<file path="src/design/vhal_pkg.sv">
// Package for the virtual host address lookup: field widths, operation codes,
// insert-count constants and the sequencer state type.
// No dependencies.
`default_nettype none

package vhal_pkg;

  localparam int OP_W   = 2;
  localparam int ADDR_W = 32;
  localparam int PORT_W = 16;
  localparam int SRV_W  = 8;
  localparam int CNT_W  = 2;

  typedef enum logic [OP_W-1:0] {
    OP_LOOKUP   = 2'd0,
    OP_INS_ADDR = 2'd1,
    OP_INS_DFLT = 2'd2
  } op_e;

  // insert count saturates; two or more inserts mark an entry name-based
  localparam logic [CNT_W-1:0] CNT_NEW    = 2'd1;
  localparam logic [CNT_W-1:0] CNT_SHARED = 2'd2;
  localparam logic [CNT_W-1:0] CNT_MAX    = 2'd3;

  typedef enum logic [2:0] {
    ST_CLEAR,
    ST_IDLE,
    ST_FOLD,
    ST_HEAD,
    ST_SEEK,
    ST_WALK
  } state_e;

endpackage

`default_nettype wire

</file>
<file path="src/design/vhal_fold.sv">
// Bucket hash unit: XOR-folds an IPv4 address and reduces it modulo BUCKETS.
// Depends on vhal_pkg. Power-of-two bucket counts register the masked fold; others use a
// reciprocal multiply pipelined through partial products, quotient and remainder.
`default_nettype none

module vhal_fold #(
  parameter int BUCKETS = 256,
  localparam int BW = $clog2(BUCKETS)
) (
  input  logic                        clk_i,
  input  logic                        rst_ni,
  input  logic                        start_i,
  input  logic [vhal_pkg::ADDR_W-1:0] addr_i,
  output logic                        done_o,
  output logic [BW-1:0]               bucket_o
);

  localparam bit POW2 = (BUCKETS & (BUCKETS - 1)) == 0;

  logic [vhal_pkg::ADDR_W-1:0] half_x;
  logic [vhal_pkg::ADDR_W-1:0] fold_x;

  assign half_x = addr_i ^ (addr_i >> 16);
  assign fold_x = half_x ^ (half_x >> 8);

  if (POW2) begin : g_mask
    logic          done_q;
    logic [BW-1:0] bkt_q;

    always_ff @(posedge clk_i or negedge rst_ni) begin
      if (!rst_ni) begin
        done_q <= 1'b0;
      end else begin
        done_q <= start_i;
      end
    end

    always_ff @(posedge clk_i) begin
      if (start_i) begin
        bkt_q <= fold_x[BW-1:0];
      end
    end

    assign done_o   = done_q;
    assign bucket_o = bkt_q;
  end else begin : g_rcp
    // ceil(2^(32+BW) / BUCKETS) gives the exact quotient for any 32-bit value
    localparam int unsigned SH = vhal_pkg::ADDR_W + BW;
    localparam longint unsigned RCP =
      ((64'd1 << SH) + 64'(BUCKETS) - 64'd1) / 64'(BUCKETS);
    localparam logic [15:0] RCP_LO = 16'(RCP);
    localparam logic [17:0] RCP_HI = 18'(RCP >> 16);

    logic                        done_q;
    logic [2:0]                  stage_q;
    logic [vhal_pkg::ADDR_W-1:0] x_q;
    logic [47:0]                 plo_q;
    logic [49:0]                 phi_q;
    logic [vhal_pkg::ADDR_W-1:0] q_q;
    logic [BW-1:0]               bkt_q;
    logic [65:0]                 prod;
    logic [65:0]                 quo;
    logic [vhal_pkg::ADDR_W-1:0] qb;
    logic [vhal_pkg::ADDR_W-1:0] rem;

    // product split in two halves of the reciprocal; the registered halves are summed combinationally
    assign prod = {phi_q, 16'd0} + {18'd0, plo_q};
    assign quo  = prod >> SH;
    assign qb   = q_q * vhal_pkg::ADDR_W'(BUCKETS);
    assign rem  = x_q - qb;

    always_ff @(posedge clk_i or negedge rst_ni) begin
      if (!rst_ni) begin
        stage_q <= '0;
        done_q  <= 1'b0;
      end else begin
        stage_q <= {stage_q[1:0], start_i};
        done_q  <= stage_q[2];
      end
    end

    always_ff @(posedge clk_i) begin
      if (start_i) begin
        x_q <= fold_x;
      end
      if (stage_q[0]) begin
        plo_q <= x_q * RCP_LO;
        phi_q <= x_q * RCP_HI;
      end
      if (stage_q[1]) begin
        q_q <= quo[vhal_pkg::ADDR_W-1:0];
      end
      if (stage_q[2]) begin
        bkt_q <= rem[BW-1:0];
      end
    end

    assign done_o   = done_q;
    assign bucket_o = bkt_q;
  end

endmodule

`default_nettype wire

</file>
<file path="config.mk">
export PLATFORM = sky130hd
export DESIGN_NAME = vhal_fold
export DESIGN_NICKNAME = d
export VERILOG_FILES = /design/src/design/vhal_pkg.sv /design/src/design/vhal_fold.sv
export SDC_FILE = /design/constraint.sdc
export NUM_CORES = 1
export LEC_CHECK = 0
export ABC_AREA = 1
export BUFFER_PORTS_ARGS = -buffer_cell sky130_fd_sc_hd__buf_4
export CAP_MARGIN = 40
export CORE_AREA = 2 2 53 55
export CTS_BUF_LIST = sky130_fd_sc_hd__clkbuf_8
export CTS_CLUSTER_DIAMETER = 50
export DETAILED_ROUTE_END_ITERATION = 7
export DIE_AREA = 0 0 55 57
export GPL_TIMING_DRIVEN = 0
export PLACE_DENSITY = 0.59
export REMOVE_ABC_BUFFERS = 1
export SLEW_MARGIN = 0
export SYNTH_ARGS = -nofsm -noshare
export SYNTH_HDL_FRONTEND = slang
export SYNTH_SLANG_ARGS = --single-unit
</file>
<file path="constraint.sdc">
create_clock -name clk_i -period 0.8 [get_ports clk_i]
set_clock_uncertainty 0.2 [all_clocks]
set_input_delay 0 -clock clk_i [delete_from_list [all_inputs] [get_ports clk_i]]
set_output_delay 0 -clock clk_i [all_outputs]
set_load 0.05 [all_outputs]
</file>
==> results_dict.tcl <==
set metrics [dict create \
    cts_root_buf "clkbuf_8" \
    critPathTopFamily "flip-flops" \
    whs_ns -0.221 \
    grt_remaining_overflow 0 \
    end_kind "output port" \
    yosysUniqueCellTypes 6 \
    fin_area_sq_mm 0.00131 \
    post-route-period-util_pct 127 \
    routedWlPerCell_microns 7.18 \
    syn_inst 161 \
    yosys.area.top_type "nand2_1" \
    p_per_area_mw_per_mm2 1370 \
    core_area_sq_mm 0.00262 \
    place_inst 235 \
    finalNetCount 245 \
    critPathArrivalTime_ns 0.82 \
    clkTransAtPathRegs_ns 0.05 \
    synth_edf_count 8 \
    place_hpwl_mm 1.58 \
    die_w_microns 55 \
    grt_use_total_pct 13.0 \
    synth_common_cells "nand2_1 (96), inv_1 (40), edfxtp_1 (8), nor2_1 (8), nor2_2 (8)" \
    yosysTopAreaCellShare_pct 42.1 \
    ys_seq_elements 9 \
    hp-start "start_i" \
    cp-start-kind "register" \
    fin_total_pwr_mw 1.80 \
    gp_congestion 0.606 \
    first_global_vias 842 \
    clock_sinks 9 \
    setup_tns_ns -1.59 \
    cts_buffer_depth 2 \
    synthArstFlopShare_pct 11.1 \
    yosysMostFrequentCell "nand2_1" \
    irDropWorstVdd_mv 0.805 \
    max_slew_margin_pct 91.6 \
    fmax_ghz 0.982 \
    drt-pass1-iter-count 3 \
    ys_warn_count 0 \
    synthTopCellsByArea "nand2_1 (42%), edfxtp_1 (28%), inv_1 (18%)" \
    min_period_ns 1.02 \
    drtIter0Drc 7 \
    min_to "done_o" \
    critPathSlowestCell "edfxtp_1" \
    io_pins 44 \
    synth_ff_type "edfxtp_1" \
    seq_area_sq_um 265 \
    io_buffer_count 43 \
    grt_max_degree 10 \
    cp_cell_sequence "buf_6" \
    cts_made_buffers 3 \
    slowest_delay_ns 0.41 \
    worstMarginPinSlew_ns 0.126 \
    place_area_sq_mm 0.00122 \
    avgSynthCellArea_sq_um 5.32 \
    worstHoldPathCells 1 \
    drive_gt1_share_pct 26.3 \
    hold_viol 18 \
    grt_first_pass_wirelength_mm 2.99 \
    p_leak_nw 0.883 \
    multiInputGateArea_sq_um 440 \
    cp.required_ns 0.60 \
    drv_slew 0 \
    cap_viol_max_count 0 \
    area_growth_pct 52.8 \
    vias_per_cell 4.03 \
    vias 966 \
    rsz0062_at_grt "yes" \
    routed_wl_mm 1.72 \
    num_antenna_cells 0 \
    violations "hold timing, setup timing" \
    n_fill_cell 278 \
    cp_max_fo 1 \
    cts_tree "built" \
    rows 19 \
    instances_no_fill 240 \
    status "finished, violations left" \
    dieArea_sq_mm 0.00314 \
    crit_type "register to output port" \
    finalSetupViolCount 9 \
    antenna_left 0 \
    final_util_pct 50.0 \
    synth_area_sq_um 856 \
    ys_seq_area_share_pct 31.0 \
    hp-class "primary input to register" \
    ctsHtreeMaxLevel 1 \
    postCtsHoldBufs 1 \
    start_util_pct 32.7 \
    crit_buf_inv 1 \
    setup_ws_ns -0.218 \
    antenna_found_initial 0 \
    die_h_microns 57 \
    drc_errors 0 \
]
## cell families after synthesis
family                 after synthesis  synth area share [%]
buffers and inverters               40                  17.5
flip-flops                           9                  31.0
AND/OR/NAND/NOR                    112                  51.5
## sequential cells by signal, summed over array words and instances (netlist names)
name      flops
done_o        1
bucket_o      8
## placed cells by master, fill, tap and decap left out
| master | synthesis | final |
|---|---|---|
| nand2_1 | 96 | 96 |
| inv_1 | 40 | 40 |
| buf_4 | 0 | 34 |
| buf_6 | 0 | 9 |
| nor2_1 | 8 | 8 |
| nor2_2 | 8 | 8 |
| edfxtp_1 | 8 | 8 |
| clkbuf_8 | 0 | 3 |
| clkinv_2 | 0 | 1 |
| dfrtp_1 | 1 | 1 |
| dlygate4sd3_1 | 0 | 1 |
## final cells by class
type,instances,share of cell area [%]
inverter,40,11.5
clock inverter,1,0.383
tap,31,2.97
sequential,9,20.3
clock buffer,3,3.16
multi-input combinational,112,33.7
timing repair buffer,44,28.0
## how the worst max path moves through the flow
stage	startpoint	to	slack (ns)	depth (start not counted)
floorplan	bucket_o[0]	bucket_o[0]	-0.0006	0
global placement	addr_i[18]	bucket_o[2]	-0.04	5
detailed placement	addr_i[17]	bucket_o[1]	-0.06	5
CTS	bucket_o[1]	bucket_o[1]	-0.22	1
global route	bucket_o[1]	bucket_o[1]	-0.23	1
finish	bucket_o[1]	bucket_o[1]	-0.22	1
## through the flow
step,hold slack [ns],worst slack [ns]
2_1_floorplan,-0.496,-0.000605
3_3_place_gp,-0.424,-0.0437
3_5_place_dp,-0.422,-0.0588
4_1_cts,-0.224,-0.224
5_1_grt,-0.222,-0.233
6_report,-0.221,-0.218
## power by group
group	total, mW	switching [mW]	internal (mW)
Sequential	0.600	0.0241	0.576
Combinational	0.675	0.383	0.292
Clock	0.522	0.183	0.340
## metal layers
layer  GRT usage [%]  vias to the layer above  share of wire, %
met5               0                        -                 0
met1            13.6                      390                39
met4            8.36                        0               1.6
met3            1.83                        2               6.5
li1                -                      547                 -
met2            23.0                       27                53
## timing repair
item,CTS,global route
endpoints found under the setup margin,9,9
resized for setup,9,0
setup buffers,0,0
hold endpoints to repair,18,16
Power figures use the tool's default switching activity.
