<file path="config.mk">
export PLATFORM = sky130hd
export DESIGN_NAME = vhal_ram
export DESIGN_NICKNAME = d
export VERILOG_FILES = /design/src/design/vhal_ram.sv
export SDC_FILE = /design/constraint.sdc
export NUM_CORES = 1
export LEC_CHECK = 0
export ABC_AREA = 1
export BUFFER_PORTS_ARGS = -buffer_cell sky130_fd_sc_hd__buf_4
export CAP_MARGIN = 20
export CORE_ASPECT_RATIO = 0.9
export CORE_MARGIN = 4
export CORE_UTILIZATION = 40
export DETAILED_ROUTE_END_ITERATION = 10
export MAX_ROUTING_LAYER = met4
export PLACE_DENSITY_LB_ADDON = 0.2
export SYNTH_ARGS = -nofsm -noshare
export SYNTH_HDL_FRONTEND = slang
export SYNTH_SLANG_ARGS = --single-unit
</file>
<file path="constraint.sdc">
create_clock -name clk_i -period 1.5 [get_ports clk_i]
set_input_delay 0.15 -clock clk_i [delete_from_list [all_inputs] [get_ports clk_i]]
set_output_delay 0.15 -clock clk_i [all_outputs]
set_load 0.05 [all_outputs]
</file>
<file path="src/design/vhal_ram.sv">
// Generic single-write, single-read RAM with registered read data.
// No dependencies.
`default_nettype none

module vhal_ram #(
  parameter int WIDTH = 8,
  parameter int DEPTH = 16,
  localparam int AW = $clog2(DEPTH)
) (
  input  logic             clk_i,
  input  logic             we_i,
  input  logic [AW-1:0]    waddr_i,
  input  logic [WIDTH-1:0] wdata_i,
  input  logic             re_i,
  input  logic [AW-1:0]    raddr_i,
  output logic [WIDTH-1:0] rdata_o
);

  logic [WIDTH-1:0] mem_q [DEPTH];
  logic [WIDTH-1:0] rdata_q;

  always_ff @(posedge clk_i) begin
    if (we_i) begin
      mem_q[waddr_i] <= wdata_i;
    end
    if (re_i) begin
      rdata_q <= mem_q[raddr_i];
    end
  end

  assign rdata_o = rdata_q;

endmodule

`default_nettype wire

</file>
==> results of run 1 <==
## area by class of cell
cell class,instances,share of cell area [%]
inverters,102,5.53
repair buffers,51,6.25
clock inverters,11,1.90
flip-flops and latches,136,59.0
clock buffers,20,6.31
well taps,193,3.49
multi-input cells,289,17.5
## cell usage in the layout (no fill, tap or decap)
cell type	n
inv_1	100
edfxtp_1	136
clkbuf_1	3
nand3b_1	2
clkinv_4	1
inv_2	2
buf_12	4
nor2_1	17
nand2_1	173
bufinv_16	3
nand3_1	97
clkinv_2	5
clkinv_1	2
buf_4	47
clkbuf_16	17
## routing by layer
| layer | track usage (%) | routed length [µm] | vias up |
|---|---|---|---|
| li1 | - | - | 1874 |
| met4 | 6.17 | 153 | 0 |
| met2 | 26.7 | 6360 | 143 |
| met1 | 25.7 | 6360 | 1851 |
| met5 | - | 0 | - |
| met3 | 4.39 | 987 | 15 |
## power by group through the flow
stage          combinational [µW]  clock, µW  sequential (µW)
6_report                      628       4050             4310
5_1_grt                       689       4320             4310
4_1_cts                       632       4110             4310
3_5_place_dp                  628          0             4390
3_3_place_gp                  619          0             4380
2_1_floorplan                 300          0             4440
## state kept, by name (all words and copies together) (netlist names)
name,cells
mem_q,128
rdata_o,8
## worst min-delay path by stage
stage,depth (start not counted),slack [ns],to,startpoint
after floorplan,0,0.25,mem_q[0][0]$_DFFE_PP_,wdata_i[0]
after global placement,1,0.47,rdata_o[4]$_DFFE_PP_,re_i
after detailed placement,1,0.47,rdata_o[0]$_DFFE_PP_,re_i
after CTS,1,0.02,rdata_o[0]$_DFFE_PP_,re_i
after global routing,1,0.03,rdata_o[5]$_DFFE_PP_,re_i
final,1,0.04,rdata_o[5]$_DFFE_PP_,re_i
## cell families after synthesis
| group | Yosys count |
|---|---|
| flip-flops | 136 |
| buffers and inverters | 126 |
| AND/OR/NAND/NOR | 289 |
## stage by stage
step	worst slack (ns)	hold WS, ns	utilization (%)	power, µW
3_3_place_gp	0.193	0.467	44.9	5000
4_1_cts	0.283	0.0226	48.9	9050
5_1_grt	0.187	0.0310	48.9	9320
6_report	0.302	0.0420	48.9	8990
2_1_floorplan	0.399	0.249	-	4740
3_5_place_dp	0.162	0.468	44.9	5010
==> impl_metrics.tcl, run 1 <==
set metrics [dict create \
    switching_power_uw 1940 \
    pwr-share-clk_pct 45.1 \
    r2r_end "rdata_o[4]$_DFFE_PP_" \
    post-place-cells 771 \
    n_antenna_cell 0 \
    cts_max_path_buffers 2 \
    hpwlAfterDp_um 8940 \
    initial_utilization_pct 41.3 \
    place_area_um2 6350 \
    endpoint "rdata_o[5]" \
    reg2reg_slack_ns 0.34 \
    worstReg2RegStart "mem_q[12][4]$_DFFE_PP_" \
    ios 27 \
    setup.worst_path.start "rdata_o[5]$_DFFE_PP_" \
    syn_inst 551 \
    synth_xor_area_share_pct 0 \
    die_width_um 135 \
    post_cts_buffers 0 \
    die_h_um 123 \
    avgViaCountPerCell 4.84 \
    r2r_cells 6 \
    synth_mux_area_share_pct 0 \
    tightestPinTransition_ns 0.378 \
    power.density_nw_per_um2 1300 \
    clkLatencyLatePin_ns 0.42 \
    antenna_found_initial 0 \
    yosys-top-cells-area "edfxtp_1, nand2_1, nand3_1" \
    ir_drop_mv 0.859 \
    numCtsBuffers 17 \
    synth_edf_count 136 \
    wl_per_cell_um 17.3 \
    critPathKind "reg -> out" \
    drt_iter0_drc 406 \
    postCtsHoldBufs 0 \
    setup_viol 0 \
    syn_nets 570 \
    fin_skew_ns 0.0133 \
    core-area_um2 14200 \
    outcome "complete, no violations" \
    synth.top_cell.area_share_pct 69.8 \
    ys_top_cells_by_count "nand2_1, edfxtp_1, inv_1, nand3_1, nor2_1" \
    syn_area_per_cell_um2 10.6 \
    drive_gt1_share_pct 13.0 \
    multi_input_area_um2 1210 \
    grt_pass1_wl_um 21700 \
    crit_fanout 1 \
    ant_nets 0 \
    critPathRequiredTime_ns 1.35 \
    seqCellArea_um2 4080 \
    maxCapViolCount 0 \
    cp-end-kind "primary output" \
    synth_cell_type_count 11 \
    arrival_ns 1.05 \
    hold_viol 0 \
    grt_pass1_vias 3777 \
    ys_warn_count 0 \
    place.gp.congestion 0.867 \
    switching_share_pct 21.6 \
    synth_compound_area_share_pct 0 \
    synth_largest_area_cell "edfxtp_1" \
    clkSinkCount 136 \
    setup_tns_ns 0 \
    cp.buffers_inverters 1 \
    pwr-share-comb_pct 7.0 \
    slowest_stage "edfxtp_1" \
    worst-path-stages 1 \
    fin_area_um2 6920 \
    timing.final.crit_share_pct 79.9 \
    p_int_uw 7050 \
    track_usage_pct 18.4 \
    fin_crit_ns 1.20 \
    cts_root_buf "clkbuf_16" \
    pwr-share-seq_pct 47.9 \
    drt_wl_total_um 13900 \
    clk_pin_slew_ns 0.06 \
    grt_overflow_total 0 \
    rows 41 \
    cts_resized 0 \
    critPathMaxStageDelay_ns 0.41 \
    port_buffers 26 \
    nFillCells 1325 \
    stdcell_count 802 \
    synth_top_family_by_area "simple AND/OR/NAND/NOR gates" \
    rsz0062_at_grt "no" \
    worstSetupStartpointType "register" \
    synth-simple-area-share_pct 20.8 \
    cts_tree "yes" \
    vias 3883 \
    dr.pass1.iters 5 \
    fmax_ghz 0.834 \
    remaining_drc_errors 0 \
    synth_flop_cell "edfxtp_1" \
    syn-cell-area_um2 5850 \
    nets 616 \
    yosysMostFrequentCell "nand2_1" \
    critPathTopFamily "flip-flops" \
    hold_path_class "in -> reg" \
    slew_violations 0 \
    seq_area_frac_synth_pct 69.8 \
    async_reset_ff_share_pct 0 \
    syn_to_final_growth_pct 18.4 \
    dieArea_um2 16600 \
    synth_fa_ha_area_share_pct 0 \
    path_cells "buf_4" \
    htreeDepth 4 \
    ys_ff_latch 136 \
    leakage_uw 0.00298 \
    grt_max_degree 38 \
    maxSlewHeadroom_pct 74.8 \
]
Note: power is estimated with default switching activity, not from simulation.
==> run 2, diff against run 1 <==
==> constraint.sdc (replaced) <==
create_clock -name clk_i -period 1.2 [get_ports clk_i]
set_input_delay 0.12 -clock clk_i [delete_from_list [all_inputs] [get_ports clk_i]]
set_output_delay 0.12 -clock clk_i [all_outputs]
set_load 0.05 [all_outputs]
==> run 2 against run 1 <==
  * Critical path depth is the same
  * Cell count is the same
  * Utilization grew 0.52 points
  * Design area grew 1.1%
  * Routed wire length grew 2.8%
  * Non-clock buffer count is the same
  * Die area is the same
  * Global-route usage grew 0.73 points
  * Clock power grew 33%
  * Combinational power grew 27%
  * Critical endpoint is now rdata_o[6]
  * Largest cell class unchanged
==> impl_metrics.tcl, run 2 (synthesis results as in run 1) <==
set metrics [dict create \
    outcome "complete, no violations" \
    clkLatencyLatePin_ns 0.42 \
    htreeDepth 4 \
    critPathTopFamily "flip-flops" \
    worstSetupStartpointType "register" \
    fmax_ghz 0.864 \
    initial_utilization_pct 41.3 \
    critPathKind "reg -> out" \
    vias 3890 \
    reg2reg_slack_ns 0.06 \
    holdWs_ns 0.0342 \
    timing.final.crit_share_pct 96.5 \
    clk_pin_slew_ns 0.06 \
    setup_viol 0 \
    track_usage_pct 19.1 \
    fin_crit_ns 1.16 \
    ant_nets 0 \
    fin_skew_ns 0.00690 \
    largest_reg_flops 128 \
    antenna_found_initial 0 \
    wl_per_cell_um 17.8 \
    slowest_stage "edfxtp_1" \
    die_h_um 123 \
    r2r_end "rdata_o[7]$_DFFE_PP_" \
    remaining_drc_errors 0 \
    arrival_ns 1.04 \
    nets 616 \
    place.gp.congestion 0.812 \
    stdcell_count 802 \
    core-area_um2 14200 \
    grt_pass1_vias 3815 \
    path_cells "buf_4" \
    die_width_um 135 \
    endpoint "rdata_o[6]" \
    hpwlAfterDp_um 8710 \
    cp-end-kind "primary output" \
    hold_viol 0 \
    top_register "mem_q" \
    tightestPinTransition_ns 0.624 \
    ios 27 \
    cts_tree "yes" \
    post-place-cells 770 \
    cts_max_path_buffers 2 \
    post_cts_buffers 0 \
    clkSinkCount 136 \
    maxSlewHeadroom_pct 58.3 \
    numCtsBuffers 17 \
    setup.worst_path.start "rdata_o[6]$_DFFE_PP_" \
    grt_overflow_total 0 \
    hold_path_class "in -> reg" \
    critPathMaxStageDelay_ns 0.41 \
    syn_to_final_growth_pct 19.7 \
    drt_wl_total_um 14300 \
    final_common_cell "nand2_1" \
    slew_violations 0 \
    crit_fanout 1 \
    power.density_nw_per_um2 1650 \
    post-route-util_pct 49.4 \
    drive_gt1_share_pct 14.4 \
    worstReg2RegStart "mem_q[0][7]$_DFFE_PP_" \
    ir_drop_mv 0.952 \
    rows 41 \
    final_cell_mix "nand2_1, edfxtp_1, inv_1, nand3_1, buf_4" \
    grt_max_degree 35 \
    leakage_uw 0.00299 \
    maxCapViolCount 0 \
    avgViaCountPerCell 4.85 \
    rsz0062_at_grt "no" \
    dr.pass1.iters 5 \
    critPathRequiredTime_ns 1.08 \
    n_antenna_cell 0 \
    cp.buffers_inverters 1 \
    port_buffers 26 \
    grt_pass1_wl_um 22400 \
    dieArea_um2 16600 \
    r2r_cells 6 \
    finalPower_uw 11600 \
    drt_iter0_drc 483 \
    cts_root_buf "clkbuf_16" \
    worst-path-stages 1 \
    setup_tns_ns 0 \
]
==> run 2: per-stage QoR <==
stage | area [µm²] | setup slack, ns
5_1_grt | 7000 | 0.00708
4_1_cts | 6970 | 0.0282
6_report | 7000 | 0.0422
3_5_place_dp | 6350 | -0.172
2_1_floorplan | 5850 | 0.129
3_3_place_gp | 6350 | -0.188
==> run 2: cell type report <==
cell class              instances  area [µm²]
fillers                      1337        7160
clock inverters                13         180
clock buffers                  18         429
flip-flops and latches        136        4080
repair buffers                 51         435
inverters                     102         383
multi-input cells             289        1240
well taps                     193         241
==> run 2: what timing repair did <==
item	4_1_cts	5_1_grt
endpoints found under the setup margin	0	3
resized for setup	0	7
endpoints found under the hold margin	8	0
hold buffers	1	0
==> run 2: how the worst min path moves through the flow <==
| stage | from | endpoint | slack (ns) | cells after the start |
|---|---|---|---|---|
| after CTS | wdata_i[7] | mem_q[11][7]$_DFFE_PP_ | 0.03 | 1 |
| after detailed placement | re_i | rdata_o[7]$_DFFE_PP_ | 0.42 | 1 |
| after global placement | re_i | rdata_o[7]$_DFFE_PP_ | 0.43 | 1 |
| final | wdata_i[7] | mem_q[10][7]$_DFFE_PP_ | 0.03 | 1 |
| after floorplan | wdata_i[0] | mem_q[0][0]$_DFFE_PP_ | 0.22 | 0 |
| after global routing | wdata_i[7] | mem_q[11][7]$_DFFE_PP_ | 0.04 | 1 |
==> run 2: routing by layer <==
metal / up-vias / track usage, % / routed length (µm)
met5: - / - / 0
met4: 0 / 6.74 / 213
met3: 17 / 5.53 / 1040
met2: 136 / 26.5 / 6380
met1: 1862 / 27.0 / 6630
li1: 1875 / - / -
==> run 2: where the power goes <==
part	internal (µW)	switching, µW	leakage, µW	total (µW)
logic	242	557	0.00147	799
registers	5350	28.9	0.00124	5380
clock network	3440	1950	0.000281	5390
total	9040	2530	0.00299	11600
